--- config.mk ---
export PLATFORM = sky130hd
export DESIGN_NAME = gvm_mul
export DESIGN_NICKNAME = d
export VERILOG_FILES = /design/src/rtl/gvm_pkg.sv /design/src/rtl/gvm_mul.sv
export SDC_FILE = /design/constraint.sdc
export NUM_CORES = 2
export LEC_CHECK = 0
export BUFFER_PORTS_ARGS = -buffer_cell sky130_fd_sc_hd__buf_4
export CAP_MARGIN = 20
export CELL_PAD_IN_SITES_DETAIL_PLACEMENT = 1
export CELL_PAD_IN_SITES_GLOBAL_PLACEMENT = 1
export CORE_AREA = 2 2 287 289
export DETAILED_ROUTE_END_ITERATION = 10
export DIE_AREA = 0 0 289 291
export GPL_ROUTABILITY_DRIVEN = 0
export PLACE_DENSITY = 0.74
export REMOVE_ABC_BUFFERS = 1
export SLEW_MARGIN = 20
export SYNTH_ARGS = -nofsm -noshare
export SYNTH_HDL_FRONTEND = slang
export SYNTH_SLANG_ARGS = --single-unit
export TNS_END_PERCENT = 50
--- constraint.sdc ---
create_clock -name clk -period 11.3 [get_ports clk]
set_clock_uncertainty 0.15 [all_clocks]
set_input_delay 1.13 -clock clk [delete_from_list [all_inputs] [get_ports clk]]
set_output_delay 1.13 -clock clk [all_outputs]
set_load 0.005 [all_outputs]
--- src/rtl/gvm_pkg.sv ---
// ----------------------------------------------------------------------------
// Gamma-to-velocity map package
// Shared types, codes and sizing constants for the semblance map unit.
// ----------------------------------------------------------------------------
package gvm_pkg;

  // default sizes
  localparam int DEPTH_SAMPLES_DEF   = 256;
  localparam int GAMMA_VALUES_DEF    = 32;
  localparam int VELOCITY_VALUES_DEF = 64;
  localparam int GRID_DEPTHS_DEF     = 256;

  // shared divider widths: dividend/quotient and divisor/remainder
  localparam int DIV_NW = 56;
  localparam int DIV_DW = 36;

  // shared multiplier operand width
  localparam int MUL_W = 32;

  // request kinds
  typedef enum logic [1:0] {
    MODE_LOAD_VEL  = 2'd0,
    MODE_LOAD_SEMB = 2'd1,
    MODE_PREPARE   = 2'd2,
    MODE_QUERY     = 2'd3
  } mode_t;

  // configuration register indexes
  typedef enum logic [2:0] {
    REG_FIRST_DEPTH      = 3'd0,
    REG_DEPTH_STEP       = 3'd1,
    REG_GRID_FIRST_DEPTH = 3'd2,
    REG_GRID_DEPTH_STEP  = 3'd3,
    REG_FIRST_GAMMA      = 3'd4,
    REG_GAMMA_STEP       = 3'd5,
    REG_FIRST_VELOCITY   = 3'd6,
    REG_VELOCITY_STEP    = 3'd7
  } reg_index_t;

  // divider status
  typedef struct packed {
    logic busy;
    logic done;
  } div_stat_t;

endpackage

--- src/rtl/gvm_mul.sv ---
// ----------------------------------------------------------------------------
// Gamma-to-velocity map multiplier
// Shared unsigned multiplier with registered product.
// ----------------------------------------------------------------------------
module gvm_mul import gvm_pkg::*; (
  input  logic               clk,
  input  logic [MUL_W-1:0]   a,
  input  logic [MUL_W-1:0]   b,
  output logic [2*MUL_W-1:0] p
);

  // product register
  always_ff @(posedge clk) begin
    p <= a * b;
  end

endmodule

After elaboration in Yosys (flattened, before gate mapping). Cells that the tools add are included.

$mul: 1.

Operators by type and width (count): multiplier 32 x 32 -> 64 bit (1).

Bits in registers: 64. Bits of input ports: 65. Output and inout port bits: 64. Word-level logic and storage cells: 2.

Logic depth before layout (Yosys ltp).
Word-level depth: 1. Gate-level depth with buffers: 29. Gate-level depth less buffers: 27.

Worst setup path before layout. OpenSTA, ideal clock, no wires.

Path kind: in2reg. Start point: input port a[25]. End point: register p[62]. Library setup time: 0.072 ns. Arrival: 7.811 ns. Required time: 11.078 ns. Path slack: 3.267 ns. Stages: 25. Buffers on the path: 2. Cell sequence: clkbuf_1 -> nand2_1 -> fa_1 -> inv_1 -> fa_1 -> inv_1 -> fa_1 -> inv_1 -> fa_1 -> fa_1 -> fa_1 -> fa_1 -> inv_1 -> fa_1 -> inv_1 -> ha_1 -> buf_2 -> nand4_1 -> or4_1 -> or3_1 -> a31oi_1 -> a31o_2 -> a211oi_1 -> o21ai_1 -> xor2_1.

Word-level cells in the longest chain between the ends: 1.

RTL lines: start, declared (line gvm_mul.sv:7) `input logic [MUL_W-1:0] a,`; multiplier 32 x 32 -> 64 bit (line gvm_mul.sv:14) `p <= a * b;`; end signal, assigned (line gvm_mul.sv:14); end, declared (line gvm_mul.sv:9) `output logic [2*MUL_W-1:0] p`.

Every way passes these cells.

Final worst setup path.
Start point: input port b[9]. End point: register p[62].

Word-level cells in the longest chain between the ends: 1.

RTL lines: start, declared (line gvm_mul.sv:8) `input logic [MUL_W-1:0] b,`; multiplier 32 x 32 -> 64 bit (line gvm_mul.sv:14).

Every way passes these cells.

==> impl_metrics.ini <==
[clock_network]
postCtsSetupBuffers = 0
cts_tree = yes
cts_hold_buf = 0
clock-sinks = 64
root_buffer = clkbuf_16
cts_resized = 0
clock_path_buffers = 2
cts_buffers = 9
clk_pin_slew_ns = 0.06
cts_max_level = 3

[logic_synthesis]
avgSynthCellArea_sq_um = 9.25
yosysMostFrequentCell = fa_1
synth-adder-area-share_pct = 61.2
ys_async_sr_fraction_pct = 0
synth_edf_count = 0
yosysTopAreaCell = fa_1
synth_top_family_by_area = adder cells
yosysUniqueCellTypes = 57
synthXorXnorAreaFrac_pct = 1.52
ys_top_cells_by_count = fa_1, inv_1, and2_1
synth_top_area_share_pct = 51.7
syn_area_sq_um = 34700
synth.area.mux_share_pct = 0.0289
ys_ff_latch = 64
ys_dominant_reg_cell = dfxtp_1
yosysWarnings = 0
synth_area_leaders = fa_1, and2_1, ha_1, inv_1, nand2_1
synthCells = 3748
synth_compound_area_share_pct = 4.15
synth-simple-area-share_pct = 17.6
ys_seq_area_share_pct = 3.69

[sta]
rsz0062_at_grt = no
final-hold-violation-count = 0
setup_violations = 0
max_slew.worst_pin.slew_ns = 0.793
drv_slew = 0
post-route-period-util_pct = 78.6
slew_headroom_pct = 46.9
timing.setup.tns_ns = 0
layout_min_cycle_time_ns = 8.88
fmax_mhz = 113

[floorplanning]
fp.coreArea_sq_um = 81200
dieWidth_um = 289
start_util_pct = 42.7
dieArea_sq_um = 84100
ios = 129
dieHeight_um = 291
std_cell_rows = 105

[global_route]
gr-usage-met1_pct = 34.4
use_met3_pct = 4.92
grt-busiest-layer = met2
track_usage_pct = 26.2
grt_antenna_before_repair = 3
use_met2_pct = 44.5
grt_pass1_wl_um = 168000
first_global_vias = 29400
grt_max_degree = 33
overflow = 0

[worst_hold_path]
hold_class = input pin to flip-flop
whs_path_depth = 2
whs_endpoint = p[0]
hp-start = a[0]

[worst_setup_path]
crit_fanout = 32
crit_path_start_kind = input pin
critPathKind = input pin to flip-flop
arrival_ns = 9.03
worstSetupEndpointType = flip-flop
worst_ep_required_time_ns = 11.44

[flow_run]
maxCapViolations = 0

[cells_and_area]
syn_to_final_growth_pct = 5.12
seq_area_sq_um = 1280
layout-drive-gt1-share_pct = 4.38
fin_nets = 4891
fill_cells = 9431
reg_top3 = p (64)
multi_input_area_sq_um = 29300
largest_reg_flops = 64
top_register = p

[drt]
first_pass_iters = 5
viasPerCell = 5.28
wire_per_inst_um = 22.2
ant_nets = 0
vias = 25000
drtIter0Drc = 1471
drcViolationCount = 0
wl_um = 105000

[place]
dp_hpwl_um = 82700
port_buffers = 128

[outcome]
status = complete, no violations
-- worst max path at each step --
| stage | from | end | slack [ns] | depth (start not counted) |
|---|---|---|---|---|
| after floorplan | a[26] | p[62] | 3.55 | 22 |
| after global placement | b[8] | p[62] | 2.22 | 24 |
| after detailed placement | b[10] | p[62] | 2.12 | 23 |
| after CTS | b[10] | p[62] | 2.48 | 23 |
| after global routing | a[25] | p[62] | 2.01 | 24 |
| final | b[9] | p[62] | 2.42 | 23 |
-- worst max-delay path: stages --
cell and delay [ns]:
buf_4 0.38, and2_1 0.22, fa_1 0.45, fa_1 0.61, inv_1 0.08, fa_1 0.46
fa_1 0.56, inv_1 0.06, fa_1 0.57, fa_1 0.43, fa_1 0.50, inv_1 0.05
fa_1 0.48, inv_1 0.05, ha_1 0.43, nand4_1 0.26, or4_1 0.49, or3_1 0.35
a31oi_1 0.67, a31o_2 0.32, a211oi_1 0.11, o21ai_1 0.18, xor2_1 0.16
-- per-stage QoR --
step | std cells | hold WS, ns | area (sq um) | setup WS, ns | utilization [%]
floorplan | 3528 | 1.10 | 33800 | 3.55 | -
global placement | 4726 | 1.36 | 36100 | 2.22 | 44.5
detailed placement | 4726 | 1.36 | 36100 | 2.12 | 44.5
CTS | 4742 | 1.13 | 36400 | 2.48 | 44.9
global route | 4742 | 1.15 | 36400 | 2.01 | 44.9
finish | 4743 | 1.15 | 36500 | 2.42 | 44.9
-- cell usage in the layout (no fill, tap or decap), types with 12 or more instances in the layout --
cell / count
fa_1: 896
inv_1: 865
and2_1: 602
nand2_1: 480
ha_1: 263
buf_4: 128
dfxtp_1: 64
a21oi_1: 63
a21o_1: 40
xnor2_1: 35
xor2_1: 25
nand4_1: 23
o21ai_0: 21
nor2_1: 20
and3_1: 14
a31oi_1: 12
-- layout make-up --
cell class	instances	share of cell area [%]
inverters	865	8.91
repair buffers	128	2.64
diodes	1	0.00687
clock inverters	6	0.182
clock buffers	10	0.656
well taps	1070	3.67
flip-flops and latches	64	3.52
multi-input cells	2599	80.4
-- cells by family (layout without fill, tap and decap cells) --
logic type,after synthesis,after routing
AOI/OAI and AO/OA,202,202
xor gates and xnor gates,60,60
adders and majority gates,1159,1159
buffers and inverters,1085,1009
DFF,64,64
muxes,1,1
other,0,1
and+or+nand+nor,1177,1177
-- per-layer routing --
metal,part of all wire [%],wire (um),vias up
met5,0.012,13,-
met4,2.7,2890,2
met3,6.5,6890,170
met2,49,51600,730
met1,42,43700,13500
li1,-,-,10700
Power is not shown: default switching activity piles up to over one toggle a cycle in this logic, so the estimate is an artifact.
