### config.mk
export PLATFORM = sky130hd
export DESIGN_NAME = gvm_div
export DESIGN_NICKNAME = d
export VERILOG_FILES = /design/src/rtl/gvm_pkg.sv /design/src/rtl/gvm_div.sv
export SDC_FILE = /design/constraint.sdc
export NUM_CORES = 1
export LEC_CHECK = 0
export CORE_ASPECT_RATIO = 0.5
export CORE_MARGIN = 2
export CORE_UTILIZATION = 40
export CTS_CLUSTER_DIAMETER = 200
export DETAILED_ROUTE_END_ITERATION = 8
export DONT_BUFFER_PORTS = 1
export PLACE_DENSITY = 0.63
export SLEW_MARGIN = 20
export SYNTH_ARGS = -nofsm -noshare
export SYNTH_HDL_FRONTEND = slang
export SYNTH_SLANG_ARGS = --single-unit
### constraint.sdc
create_clock -name clk -period 3 [get_ports clk]
set_input_delay 0.15 -clock clk [delete_from_list [all_inputs] [get_ports clk]]
set_output_delay 0.15 -clock clk [all_outputs]
set_load 0.02 [all_outputs]
### src/rtl/gvm_pkg.sv
// ----------------------------------------------------------------------------
// Gamma-to-velocity map package
// Shared types, codes and sizing constants for the semblance map unit.
// ----------------------------------------------------------------------------
package gvm_pkg;

  // default sizes
  localparam int DEPTH_SAMPLES_DEF   = 256;
  localparam int GAMMA_VALUES_DEF    = 32;
  localparam int VELOCITY_VALUES_DEF = 64;
  localparam int GRID_DEPTHS_DEF     = 256;

  // shared divider widths: dividend/quotient and divisor/remainder
  localparam int DIV_NW = 56;
  localparam int DIV_DW = 36;

  // shared multiplier operand width
  localparam int MUL_W = 32;

  // request kinds
  typedef enum logic [1:0] {
    MODE_LOAD_VEL  = 2'd0,
    MODE_LOAD_SEMB = 2'd1,
    MODE_PREPARE   = 2'd2,
    MODE_QUERY     = 2'd3
  } mode_t;

  // configuration register indexes
  typedef enum logic [2:0] {
    REG_FIRST_DEPTH      = 3'd0,
    REG_DEPTH_STEP       = 3'd1,
    REG_GRID_FIRST_DEPTH = 3'd2,
    REG_GRID_DEPTH_STEP  = 3'd3,
    REG_FIRST_GAMMA      = 3'd4,
    REG_GAMMA_STEP       = 3'd5,
    REG_FIRST_VELOCITY   = 3'd6,
    REG_VELOCITY_STEP    = 3'd7
  } reg_index_t;

  // divider status
  typedef struct packed {
    logic busy;
    logic done;
  } div_stat_t;

endpackage

### src/rtl/gvm_div.sv
// ----------------------------------------------------------------------------
// Gamma-to-velocity map divider
// Restoring unsigned divider, one quotient bit per cycle.
// ----------------------------------------------------------------------------
module gvm_div import gvm_pkg::*; (
  input  logic              clk,
  input  logic              rst,
  input  logic              start,
  input  logic [DIV_NW-1:0] dividend,
  input  logic [DIV_DW-1:0] divisor,
  output div_stat_t         stat,
  output logic [DIV_NW-1:0] quot,
  output logic [DIV_DW-1:0] rem
);

  localparam int CW = $clog2(DIV_NW + 1);

  logic [DIV_NW-1:0] quo;
  logic [DIV_DW-1:0] rem_r;
  logic [DIV_DW-1:0] dvs;
  logic [CW-1:0]     cnt;
  logic              busy;
  logic              done;
  logic [DIV_DW:0]   sh;
  logic [DIV_DW:0]   diff;
  logic              fits;

  // trial subtract
  assign sh   = {rem_r, quo[DIV_NW-1]};
  assign diff = sh - {1'b0, dvs};
  assign fits = (sh >= {1'b0, dvs});

  // control
  always_ff @(posedge clk) begin
    if (rst) begin
      busy <= 1'b0;
      done <= 1'b0;
      cnt  <= '0;
    end else if (start) begin
      busy <= 1'b1;
      done <= 1'b0;
      cnt  <= CW'(DIV_NW);
    end else if (busy) begin
      cnt <= cnt - CW'(1);
      if (cnt == CW'(1)) begin
        busy <= 1'b0;
        done <= 1'b1;
      end
    end else begin
      done <= 1'b0;
    end
  end

  // datapath
  always_ff @(posedge clk) begin
    if (start) begin
      quo   <= dividend;
      rem_r <= '0;
      dvs   <= divisor;
    end else if (busy) begin
      quo   <= {quo[DIV_NW-2:0], fits};
      rem_r <= fits ? diff[DIV_DW-1:0] : sh[DIV_DW-1:0];
    end
  end

  assign stat.busy = busy;
  assign stat.done = done;
  assign quot      = quo;
  assign rem       = rem_r;

endmodule

; ---- Yosys cells after proc, flatten, opt, wreduce, memory -nomap -nowiden
; Cells that the tools add are included.
[totals]
regBits = 136
inputBits = 95
output_inout_bits = 94
word_cells = 23
[op_classes]
add_sub_neg = 2
order_cmp = 1
eq_ne = 1
muxes = 8
bitwise_logic = 1
reduce_logical = 3
[ops]
columns = op, count
row1 = $mux 56, 2
row2 = $ge 37x36->1, 1
row3 = $mux 36, 1
row4 = $sub 36x36->36, 1
row5 = $mux 6, 2
row6 = $eq 6x1->1 const B, 1
row7 = $sub 6x1->6 const B, 1
row8 = $mux 1, 3
row9 = $reduce_or 3->1, 1
row10 = $reduce_bool 2->1, 1
row11 = $reduce_or 2->1, 1
row12 = $not 1->1, 1

; ---- Logic depth before layout (Yosys ltp)
; Gate-level depths: netlist of run 1.
[logic_depth]
depth_word = 4
depth_mapped = 13
mapped_depth_nobuf = 11

; ---- Worst setup path after synthesis of run 1
; OpenSTA, ideal clock, no wires.
[synth_timing]
kind = reg-to-reg
startpoint = register quo[55], in the netlist quot[55]
endpoint = register rem_r[24], in the netlist rem[24]
setup_ps = 125
t_arrival_ps = 2754
t_required_ps = 2875
slack_ps = 120
stages_incl_launch_ff = 13
path_buffers = 2
period_less_slack_ps = 2880
cell_sequence = edfxtp_1 inv_1 ha_1 nand3b_1 a21o_1 o211a_4 o31a_1 or3_4 a31o_1 buf_2 buf_2 a32oi_1 o21ai_0
[synth_via]
elab_chain_cells = 2
elab_cells_between_ends = 3
classes_between = add/sub: 1 / order compare: 1 / mux: 1
[synth_lines]
columns = item, line_no
row1 = start: declaration, gvm_div.sv:18  ; logic [DIV_NW-1:0] quo;
row2 = start signal: assignment, gvm_div.sv:57  ; quo <= dividend;
row3 = start signal: assignment, gvm_div.sv:61  ; quo <= {quo[DIV_NW-2:0], fits};
row4 = $sub 36x36->36 / $ge 37x36->1 (equally long branches), "gvm_div.sv:30, gvm_div.sv:31"
row5 = $mux 36 *, gvm_div.sv:62  ; rem_r <= fits ? diff[DIV_DW-1:0] : sh[DIV_DW-1:0];
row6 = end signal: assignment, gvm_div.sv:62
row7 = end: declaration, gvm_div.sv:19  ; logic [DIV_DW-1:0] rem_r;
; Mark *: on every way between the ends. The rest lies on a longest branch, timed or not.
; A chain may end at the register's enable or synchronous reset.

; ---- Final worst setup path of run 1
[layout_timing]
startpoint = register dvs[1]
endpoint = register rem_r[33], in the netlist rem[33]
[layout_via]
elab_chain_cells = 2
elab_cells_between_ends = 3
classes_between = add/sub: 1 / order compare: 1 / mux: 1
[layout_lines]
columns = item, line_no
row1 = start: declaration, gvm_div.sv:20  ; logic [DIV_DW-1:0] dvs;
row2 = start signal: assignment, gvm_div.sv:59  ; dvs <= divisor;
row3 = $sub 36x36->36 / $ge 37x36->1 (equally long branches), "gvm_div.sv:30, gvm_div.sv:31"
row4 = $mux 36 *, gvm_div.sv:62
; Marks and branches as above.

==> impl_metrics.json, run 1 <==
{
  "status": "completed",
  "finalNetCount": 1073,
  "startpoint_type": "register",
  "synth_ff_type": "edfxtp_1",
  "timing.final.crit_share_pct": 98.4,
  "clock_latency_ps": 430,
  "row_count": 35,
  "synthMostInstantiatedCell": "edfxtp_1",
  "reg2reg_setup_slack_ps": 50,
  "instances_no_fill": 1212,
  "synth_edf_count": 92,
  "ioPinCount": 189,
  "yosys.area.top_type": "edfxtp_1",
  "cts_tree": "yes",
  "netlist_area_um2": 7600,
  "coreArea_um2": 18500,
  "synth.distinct_cells": 66,
  "p_comb_share_pct": 21.3,
  "routedWlPerCell_um": 19.4,
  "ir_worst_vdd_uv": 357,
  "seq_area_frac_synth_pct": 47.9,
  "cp.arrival_ps": 3290,
  "drv_slew": 0,
  "worstMarginPinSlew_ps": 705,
  "pwr-share-clk_pct": 36.6,
  "worst-path-max-fanout": 5,
  "synth_nets": 866,
  "path_clk_slew_ps": 70,
  "ys_warn_count": 0,
  "max_cap_viol_count": 0,
  "fin_crit_ps": 2950,
  "die_y_um": 101,
  "htreeDepth": 4,
  "clock_sinks": 136,
  "p_int_mw": 4.05,
  "firstDrtPassIters": 5,
  "syn_area_per_cell_um2": 10.4,
  "final-setup-viol-count": 0,
  "grt.total_usage_pct": 23.6,
  "vias": 6617,
  "fmax_mhz": 339,
  "cts-buffers-inserted": 17,
  "synthArstFlopShare_pct": 0,
  "grt_antenna_before_repair": 0,
  "grt_pass1_vias": 6663,
  "area.growth.synth_to_final_pct": 38.8,
  "cp.required_ps": 3340,
  "grt_first_pass_wirelength_um": 36200,
  "gr-total-overflow": 0,
  "dieArea_um2": 20200,
  "synthCells": 732,
  "place.gp.congestion": 0.884,
  "grt_max_degree": 70,
  "seq_power_share_pct": 42.1,
  "drtAntennaViolNets": 0,
  "hp-class": "in2reg",
  "finalHoldViolCount": 0,
  "swShare_pct": 29.2,
  "drc": 0,
  "synth_top_area_share_pct": 36.3,
  "crit_type": "reg2reg",
  "dpl_cell_area_um2": 8270,
  "yosys-top-cells-area": "edfxtp_1 (36%), dfxtp_1 (12%), mux2_2 (8.3%), ha_1 (6.3%), nand2_1 (3.7%)",
  "fin_util_pct": 56.9,
  "p_switching_mw": 1.67,
  "power.density_nw_per_um2": 543,
  "portBuffers": 0,
  "cts.path.max_buffers": 2,
  "place_hpwl_um": 14800,
  "fp.dieW_um": 199,
  "finClkSkew_ps": 15.4,
  "dp_cells": 1020,
  "fin_total_pwr_mw": 5.72,
  "initial_utilization_pct": 41.0,
  "relSlewSlack_pct": 53.0,
  "routed_wl_um": 23500,
  "cp-end-kind": "register",
  "synth_seq_cells": 136,
  "first_iter_violations": 433,
  "clock-root-buffer": "clkbuf_16",
  "drive_above_1_share_pct": 18.7,
  "via_per_inst": 5.46,
  "final_area_um2": 10500,
  "leakagePower_nw": 4.18,
  "synthTopCellsByCount": "edfxtp_1 (92), nand2_1 (74), nor2_1 (58)"
}
[through the flow]
step           worst slack (ps)  hold slack, ps  setup TNS, ps
2_1_floorplan               120             249              0
3_3_place_gp              -14.4             218          -14.4
3_5_place_dp               7.10             219              0
4_1_cts                    21.6            28.3              0
5_1_grt                   -17.2            65.2          -17.2
6_report                   48.1            83.6              0
[kinds of logic after synthesis]
logic type	share of synthesized area (%)
buf+inv	4.48
simple gates	13.1
compound gates	15.3
mux	9.22
fa+ha+maj	6.52
flops	47.9
xor+xnor	3.46
[power groups by stage]
stage                     combinational, mW  clock [mW]  sequential, mW
after floorplan                       0.633           0            2.45
after global placement                0.916           0            2.43
after detailed placement              0.921           0            2.43
after CTS                              1.16        2.13            2.40
after global routing                   1.33        2.22            2.43
final                                  1.22        2.10            2.41
[per-layer routing]
metal	vias up	share of wire, %	global-route usage [%]
met2	260	45	36.8
met3	32	7.3	6.69
met5	-	0	0
met4	0	1.6	7.46
li1	3129	-	-
met1	3196	46	32.1
[layout by cell type (no fill, tap or decap), drive strengths merged, types with 5 or more instances in the layout]
cell,netlist,routed
a211oi,8,8
a21o,16,16
a21oi,42,42
a311oi,20,20
a31oi,5,5
a32oi,5,5
and2,6,6
and3,5,5
buf,10,69
clkbuf,28,23
dfxtp,44,44
dlygate4sd3,0,156
edfxtp,92,92
ha,38,38
inv,46,49
mux2,56,56
mux2i,7,7
nand2,74,74
nand3,14,14
nand4,9,9
nor2,58,58
nor3,14,14
o21a,6,6
o21ai,31,31
o31ai,5,5
or3,5,5
xnor2,16,16
xor2,14,14
[what timing repair did]
item	4_1_cts	5_1_grt
pin swaps	0	2
setup endpoints to repair	2	31
gates cloned	0	1
hold buffers	157	0
buffers inserted	0	1
endpoints found under the hold margin	166	0
gates resized for setup	3	14
[cell type report]
type / instances / area, µm²
fill: 1549 / 7980
multi-input combinational: 512 / 3720
sequential: 136 / 3640
timing repair buffer: 226 / 2110
clock buffer: 22 / 454
tap: 259 / 324
inverter: 46 / 173
clock inverter: 10 / 120
antenna: 1 / 2.50
[worst paths after layout]
check           from  endpoint  cells after the start
max           dvs[1]   rem[33]                     10
min            start    rem[1]                      2
max reg2reg   dvs[1]   rem[33]                     10
min reg2reg  rem[35]   rem[35]                      2
[critical path, cell delays in order (launching register included)]
cell,delay [ps]
edfxtp_1,390
inv_1,60
ha_1,290
nand3b_1,110
a21o_1,190
o211a_4,140
o31a_1,330
or3_4,430
a31o_4,270
a2111o_1,400
a311oi_2,250
[registers in the layout, summed over array words and instances, names as in the netlist]
name / cells
busy: 1
cnt: 6
done: 1
dvs: 36
quot: 56
rem: 36
(Power assumes the default switching activity.)
==> run 2: changes to the inputs <==
--- a/config.mk
+++ b/config.mk
@@ -7,11 +7,12 @@
 export LEC_CHECK = 0
 export CORE_ASPECT_RATIO = 0.5
 export CORE_MARGIN = 2
-export CORE_UTILIZATION = 40
+export CORE_UTILIZATION = 35
 export CTS_CLUSTER_DIAMETER = 200
 export DETAILED_ROUTE_END_ITERATION = 8
 export DONT_BUFFER_PORTS = 1
-export PLACE_DENSITY = 0.63
+export PLACE_DENSITY = 0.58
+export RECOVER_POWER = 25
 export SLEW_MARGIN = 20
 export SYNTH_ARGS = -nofsm -noshare
 export SYNTH_HDL_FRONTEND = slang
==> run 2 against run 1 <==
Against the previous run:
- first-iteration DRC count shrank 32%
- critical endpoint unchanged
- critical path depth is the same
- design area shrank 5.5%
- sequential cell count is the same
- clock skew shrank 4.0 ps
- largest power group unchanged
- critical path type unchanged
==> impl_metrics.json, run 2 (synthesis gave the netlist of run 1 again) <==
{
  "grt_first_pass_wirelength_um": 33100,
  "fin_setup_tns_ps": 0,
  "htreeDepth": 4,
  "worstMarginPinSlew_ps": 935,
  "cpPeakStageDelay_ps": 430,
  "grt_antenna_before_repair": 0,
  "path_buf_inv": 1,
  "clock-root-buffer": "clkbuf_16",
  "gr-total-overflow": 0,
  "area.growth.synth_to_final_pct": 31.2,
  "hold_path_depth": 3,
  "drtAntennaViolNets": 0,
  "rr_endpoint": "rem[33]",
  "rsz0062_at_grt": "yes",
  "r2r-start": "dvs[2]",
  "finalNetCount": 1010,
  "leakagePower_nw": 3.93,
  "vias": 6197,
  "cp_cell_sequence": "inv_1 > ha_1 > a21oi_1 > a21o_1 > o211a_4 > o31a_1 > or3_4 > a31o_2 > a2111o_1 > a311oi_2",
  "place_hpwl_um": 14100,
  "drc": 0,
  "die_y_um": 108,
  "grt_pass1_vias": 6274,
  "initial_utilization_pct": 35.4,
  "grt_max_degree": 121,
  "cts.path.max_buffers": 2,
  "ioPinCount": 189,
  "path_delay_family": "compound AO/OA/AOI/OAI gates",
  "cts_tree": "yes",
  "drv_slew": 0,
  "first_iter_violations": 294,
  "via_per_inst": 5.21,
  "fill_cells": 2026,
  "row_count": 38,
  "drive_above_1_share_pct": 19.7,
  "fp.dieW_um": 212,
  "ir_worst_vdd_uv": 258,
  "holdPathEnd": "quot[0]",
  "final_common_cell": "dlygate4sd3_1",
  "place.gp.congestion": 0.866,
  "grt.total_usage_pct": 18.7,
  "p_comb_share_pct": 19.2,
  "fmax_mhz": 350,
  "clock_latency_ps": 440,
  "routedWlPerCell_um": 17.5,
  "final-setup-viol-count": 0,
  "wl_met2_um": 9680,
  "cts-buffers-inserted": 17,
  "timing.final.crit_share_pct": 95.3,
  "relSlewSlack_pct": 37.7,
  "cp.required_ps": 3350,
  "multi_input_area_um2": 3690,
  "startpoint_type": "register",
  "crit_type": "reg2reg",
  "hp-class": "in2reg",
  "finalHoldViolCount": 0,
  "seq_power_share_pct": 42.9,
  "regArea_um2": 3640,
  "fin_total_pwr_mw": 5.60,
  "swShare_pct": 29.4,
  "coreArea_um2": 21500,
  "path_clk_slew_ps": 70,
  "min_from": "dividend[0]",
  "worst-path-max-fanout": 5,
  "wl_met3_um": 1410,
  "dieArea_um2": 23000,
  "largest_register_ffs": 56,
  "routed_wl_um": 20800,
  "cp-end-kind": "register",
  "portBuffers": 0,
  "layout_common_cells": "dlygate4sd3_1 (94), edfxtp_1 (92), nand2_1 (73)",
  "highest_layer": "met4",
  "firstDrtPassIters": 5,
  "pwr-share-clk_pct": 38.0,
  "met1_length_um": 9270,
  "status": "completed",
  "p_switching_mw": 1.65,
  "clock_sinks": 136,
  "power.density_nw_per_um2": 561,
  "p_int_mw": 3.95,
  "crit_slowest_cell": "or3_4",
  "fin_crit_ps": 2860,
  "n_antenna_cell": 0,
  "max_cap_viol_count": 0,
  "reg2reg_setup_slack_ps": 140,
  "reg2reg_depth": 10,
  "cp.arrival_ps": 3210,
  "finClkSkew_ps": 11.5
}
[run 2: worst max path at each step]
| stage | start | end | slack (ps) | depth (start not counted) |
|---|---|---|---|---|
| 2_1_floorplan | quot[55] | rem[24] | 120 | 12 |
| 3_3_place_gp | dvs[4] | rem[33] | 160 | 10 |
| 3_5_place_dp | dvs[4] | rem[30] | 120 | 11 |
| 4_1_cts | dvs[4] | rem[33] | 80 | 10 |
| 5_1_grt | quot[55] | rem[28] | -10 | 12 |
| 6_report | dvs[2] | rem[33] | 140 | 10 |
[run 2: cell type report]
type / count / share of cell area (%)
Tap cell: 300 / 3.76
Sequential cell: 136 / 36.5
Clock inverter: 12 / 1.43
Inverter: 46 / 1.74
Multi-Input combinational cell: 512 / 37.0
Timing Repair Buffer: 163 / 15.1
Clock buffer: 20 / 4.48
[run 2: worst min-delay path, cell delays in order]
cell     delay [ps]
nand2_1          30
o21ai_0          70
buf_4           120
[run 2: power by group through the flow]
stage,registers [mW],clock network (mW),logic [mW]
after floorplan,2.45,0,0.633
after global placement,2.43,0,0.905
after detailed placement,2.43,0,0.913
after CTS,2.40,2.19,1.05
after global routing,2.42,2.26,1.19
final,2.40,2.12,1.07
[run 2: stage by stage]
step / hold slack (ps) / utilization (%) / cell area (µm²) / setup WS (ps) / std cells
floorplan: 249 / - / 7600 / 120 / 732
global placement: 219 / 38.8 / 8340 / 161 / 1061
detailed placement: 218 / 38.8 / 8340 / 117 / 1061
CTS: 6.30 / 46.1 / 9900 / 83.3 / 1188
global route: 45.7 / 46.4 / 9970 / -14.3 / 1189
finish: 32.1 / 46.4 / 9970 / 140 / 1189
[run 2: layer usage]
layer | GRT usage, % | up-vias
met5 | 0 | -
met4 | 6.14 | 0
met3 | 6.39 | 39
met2 | 31.1 | 205
met1 | 22.9 | 2956
li1 | - | 2997
[run 2: timing repair]
action	CTS	global route
buffers inserted	0	1
gates resized for setup	0	11
hold buffers	95	0
endpoints found under the setup margin	0	29
endpoints found under the hold margin	164	0
